===== src/hw/rtl/dtc_pkg.sv =====
// Shared types and constants for the decision tree classifier.
`default_nettype none
package dtc_pkg;
	localparam logic [1:0] ACT_NODE     = 2'd0;
	localparam logic [1:0] ACT_VAR      = 2'd1;
	localparam logic [1:0] ACT_FEATURE  = 2'd2;
	localparam logic [1:0] ACT_CLASSIFY = 2'd3;

	localparam logic [1:0] ST_OK       = 2'd0;
	localparam logic [1:0] ST_CATEGORY = 2'd1;
	localparam logic [1:0] ST_LIMIT    = 2'd2;

	localparam logic [0:0] REG_PERMUTE_VAR    = 1'd0;
	localparam logic [0:0] REG_PERMUTE_ENABLE = 1'd1;

	localparam int NODE_W = 8;
	localparam int VAR_W  = 6;
	localparam int COL_W  = 8;
	localparam int CAT_MAX = 32;

	// Node entry as stored: left, right, terminal, variable, threshold, mask, label.
	localparam int NODE_ENTRY_W = 8 + 8 + 1 + 6 + 32 + 32 + 8;
	localparam int VAR_ENTRY_W  = 8 + 1;

	typedef struct packed {
		logic [7:0]  left;
		logic [7:0]  right;
		logic        terminal;
		logic [5:0]  variable;
		logic [31:0] threshold;
		logic [31:0] mask;
		logic [7:0]  label;
	} node_t;

	typedef struct packed {
		logic [7:0] column;
		logic       categorical;
	} var_t;

	// One queued command from the front part to the walker.
	typedef struct packed {
		logic [1:0]  action;
		logic [7:0]  node_index;
		node_t       node;
		logic [5:0]  variable;
		logic [7:0]  column;
		logic        categorical;
		logic [31:0] value;
	} cmd_t;

	typedef struct packed {
		logic [7:0] predicted_class;
		logic [7:0] leaf_node;
		logic [1:0] status;
	} res_t;
endpackage
`default_nettype wire


===== src/hw/rtl/dtc_front.sv =====
// Front part: accepts input transfers and queues them as commands.
`default_nettype none
module dtc_front #(
	parameter int DEPTH = 2
) (
	input  wire logic          clk,
	input  wire logic          arst_n,
	input  wire logic          in_valid,
	output logic               in_ready,
	input  wire dtc_pkg::cmd_t in_cmd,
	output logic               cmd_valid,
	input  wire logic          cmd_ready,
	output dtc_pkg::cmd_t      cmd
);
	localparam int AW = (DEPTH > 1) ? $clog2(DEPTH) : 1;

	dtc_pkg::cmd_t buf_q [DEPTH];
	logic [AW-1:0] wr_q, rd_q;
	logic [AW:0]   cnt_q;
	logic push, pop;

	assign in_ready  = (cnt_q != (AW+1)'(DEPTH));
	assign cmd_valid = (cnt_q != '0);
	assign cmd       = buf_q[rd_q];
	assign push      = in_valid && in_ready;
	assign pop       = cmd_valid && cmd_ready;

	always_ff @(posedge clk) begin
		if (push) begin
			buf_q[wr_q] <= in_cmd;
		end
	end

	always_ff @(posedge clk or negedge arst_n) begin
		if (!arst_n) begin
			wr_q  <= '0;
			rd_q  <= '0;
			cnt_q <= '0;
		end else begin
			if (push) begin
				wr_q <= (wr_q == AW'(DEPTH-1)) ? '0 : wr_q + 1'b1;
			end
			if (pop) begin
				rd_q <= (rd_q == AW'(DEPTH-1)) ? '0 : rd_q + 1'b1;
			end
			cnt_q <= cnt_q + (AW+1)'(push) - (AW+1)'(pop);
		end
	end

`ifndef SYNTHESIS
	a_no_overflow: assert property (@(posedge clk) disable iff (!arst_n)
		cnt_q <= (AW+1)'(DEPTH)) else $error("queue count overflow");
	a_count_step: assert property (@(posedge clk) disable iff (!arst_n)
		(push && !pop) |=> cnt_q == $past(cnt_q) + 1'b1) else $error("queue count step");
	a_pop_nonempty: assert property (@(posedge clk) disable iff (!arst_n)
		pop |-> cnt_q != '0) else $error("pop from empty queue");
`endif
endmodule
`default_nettype wire


===== config.mk =====
export PLATFORM = sky130hd
export DESIGN_NAME = dtc_front
export DESIGN_NICKNAME = d
export VERILOG_FILES = /design/src/hw/rtl/dtc_pkg.sv /design/src/hw/rtl/dtc_front.sv
export SDC_FILE = /design/constraint.sdc
export NUM_CORES = 1
export LEC_CHECK = 0
export ABC_AREA = 0
export BUFFER_PORTS_ARGS = -buffer_cell sky130_fd_sc_hd__buf_2
export CORE_ASPECT_RATIO = 0.7
export CORE_MARGIN = 5
export CORE_UTILIZATION = 35
export DETAILED_ROUTE_END_ITERATION = 6
export GPL_TIMING_DRIVEN = 1
export PLACE_DENSITY = 0.56
export SLEW_MARGIN = 40
export SYNTH_ARGS = -nofsm -noshare
export SYNTH_HDL_FRONTEND = slang
export SYNTH_SLANG_ARGS = --single-unit

===== constraint.sdc =====
create_clock -name clk -period 14.57 [get_ports clk]
set_clock_uncertainty 0.05 [all_clocks]
set_input_delay 1.457 -clock clk [delete_from_list [all_inputs] [get_ports clk]]
set_output_delay 1.457 -clock clk [all_outputs]
set_load 0.01 [all_outputs]

==> impl_metrics.toml <==
[detailed_routing]
ant_nets = 0
wl_um = 24000
vias = 5728
first_pass_iters = 4
drt_iter0_drc = 325
wl_per_cell_um = 18.8
remaining_drc_errors = 0
vias_per_cell = 4.50

[floorplanning]
start_util = 0.354
core-area_um2 = 32300
die_w_um = 226
die_y_um = 161
ioPinCount = 310
die_area_um2 = 36500
rows = 55

[status]
status = "completed"

[place]
gp_congestion = 0.768
dp_hpwl_um = 15900
dp_cells = 1221
portBuffers = 309

[synth]
async_reset_ff_frac = 0.0130
synth_common_cells = "edfxtp_1, mux2_2, mux2_4"
ys_top_cells_by_area = "edfxtp_1, mux2_4, mux2_2, buf_6, dfrtp_1"
yosys.cell_count.top_type = "edfxtp_1"
synth_nets = 652
synth_edf_count = 304
yosysWarnings = 0
seq_area_frac_synth = 0.805
synth_area_um2 = 11500
synth_cells = 495
yosys.area.top_type_share = 0.796
ys_ff_latch = 308
syn_avg_cell_area_um2 = 23.2
yosys.area.top_type = "edfxtp_1"
synthFlopType = "edfxtp_1"
yosysUniqueCellTypes = 19

[global_route]
grt_antenna_before_repair = 9
grt-ovfl-total = 0
grt_pass1_vias = 6053
grt_pass1_wl_um = 35000
grt_max_degree = 70
grt.total_usage = 0.123

[clock_network]
insertion_delay_ns = 0.56
cts-buffers-inserted = 30
cts_htree_levels = 1
root_buffer = "clkbuf_16"
cts_tree = "yes"
postCtsSetupRepairBufs = 0
clkSlewWorstSetupHoldPaths_ns = 0.06
cts_resized = 0
cts_hold_repair.buffers = 0
cts_buffer_depth = 3
cts_sinks = 308

[final_layout]
multi_input_area_um2 = 2110
drive_gt1_frac = 0.605
seq_area_um2 = 9230
nFillCells = 2891
fin_cells = 1273
area.growth.synth_to_final_pct = 25.3
nNetsFinal = 983

[pwr]
power_density_nw_per_um2 = 199
vdd_drop_max_uv = 124
switchingPower_uw = 837
p_sw_frac = 0.293
p_clk_frac = 0.246
total_power_uw = 2860
combPwrFrac = 0.304
sequentialPowerShare = 0.450
intPower_uw = 2020
leakage_uw = 0.00550

[job]
cap_viol_max_count = 0

[sta]
holdWs_ns = 0.508
final_hold_viol_count = 0
setup_tns_ns = 0
worstMarginPinSlew_ns = 0.775
max_slew_margin = 0.484
setup_violations = 0
min_period_ns = 4.24
rsz0062_at_grt = "false"
max_freq_mhz = 236
fin_crit_sh = 0.291
final_max_slew_viol_count = 0

[worst_setup_path]
worstSetupPathType = "reg -> out"
cp-end-kind = "output pin"
critPathRequiredTime_ns = 13.06
cp-start-kind = "flop"
crit_fanout = 64
cp.arrival_ns = 2.74

[hold_path]
hp-class = "reg -> reg"
-- metal layers --
metal  up-vias  track usage  routed length [µm]
met5         -            0                  73
met4        14       0.0227                 395
met3        46       0.0603                2550
met2       190        0.197               11000
met1      2839        0.155               10000
li1       2639            -                   -
-- logic make-up after synthesis --
| group | Yosys count | synth area share |
|---|---|---|
| buffers and inverters | 17 | 0.0123 |
| and+or+nand+nor | 10 | 0.00426 |
| muxes | 152 | 0.172 |
| DFF | 308 | 0.805 |
| xor gates and xnor gates | 3 | 0.00229 |
| adders and majority gates | 1 | 0.00109 |
| AOI/OAI and AO/OA | 4 | 0.00273 |
-- cell usage in the layout (no fill, tap or decap), drive strengths merged --
cell type,n
buf,316
edfxtp,304
mux2,152
clkbuf,38
clkinv,12
dfrtp,4
xnor2,3
nor2,3
nand2,2
diode,1
or2,1
nand2b,1
a21bo,1
a32oi,1
nor2b,1
a211oi,1
nand3,1
o21ai,1
and3,1
ha,1
bufinv,1
-- path summary, 6_finish.rpt --
kind | from | to | slack, ns | cells past startpoint
worst max-delay path | rd_q | cmd[22] | 10.33 | 3
worst min-delay path | wr_q | wr_q | 0.51 | 1
worst max register to register | cnt_q[0] | buf_q[0][104] | 12.04 | 5
worst min register to register | wr_q | wr_q | 0.51 | 1
max in group asynchronous | arst_n | rd_q | 13.69 | 1
min in group asynchronous | arst_n | rd_q | 0.64 | 1
-- critical path: stages (launching register included) --
cell	delay (ns)
dfrtp_4	0.92
buf_6	0.55
mux2_2	0.42
buf_2	0.14
-- flip-flops by register name, indices dropped and copies added, names as in the netlist --
register and cells:
rd_q 1, wr_q 1, buf_q 304, cnt_q 2
-- cell type report --
type,count,area share
sequential,308,0.643
clock inverter,13,0.00688
antenna,1,0.000174
timing repair buffer,316,0.112
tap,427,0.0372
clock buffer,38,0.0543
multi-input combinational,170,0.147
-- stage by stage --
step           instance area, µm²  utilization  worst slack, ns
2_1_floorplan               11500            -             6.01
3_5_place_dp                13500        0.417            10.89
3_3_place_gp                13500        0.417            10.67
4_1_cts                     14400        0.444            10.25
6_report                    14400        0.444            10.33
5_1_grt                     14400        0.444            10.20
-- power by group through the flow --
| stage | clock, µW | combinational, µW | sequential [µW] |
|---|---|---|---|
| 6_report | 703 | 868 | 1290 |
| 5_1_grt | 767 | 935 | 1310 |
| 4_1_cts | 730 | 896 | 1290 |
| 3_5_place_dp | 0 | 890 | 1310 |
| 3_3_place_gp | 0 | 891 | 1300 |
| 2_1_floorplan | 0 | 603 | 1300 |
(Power assumes the default switching activity.)
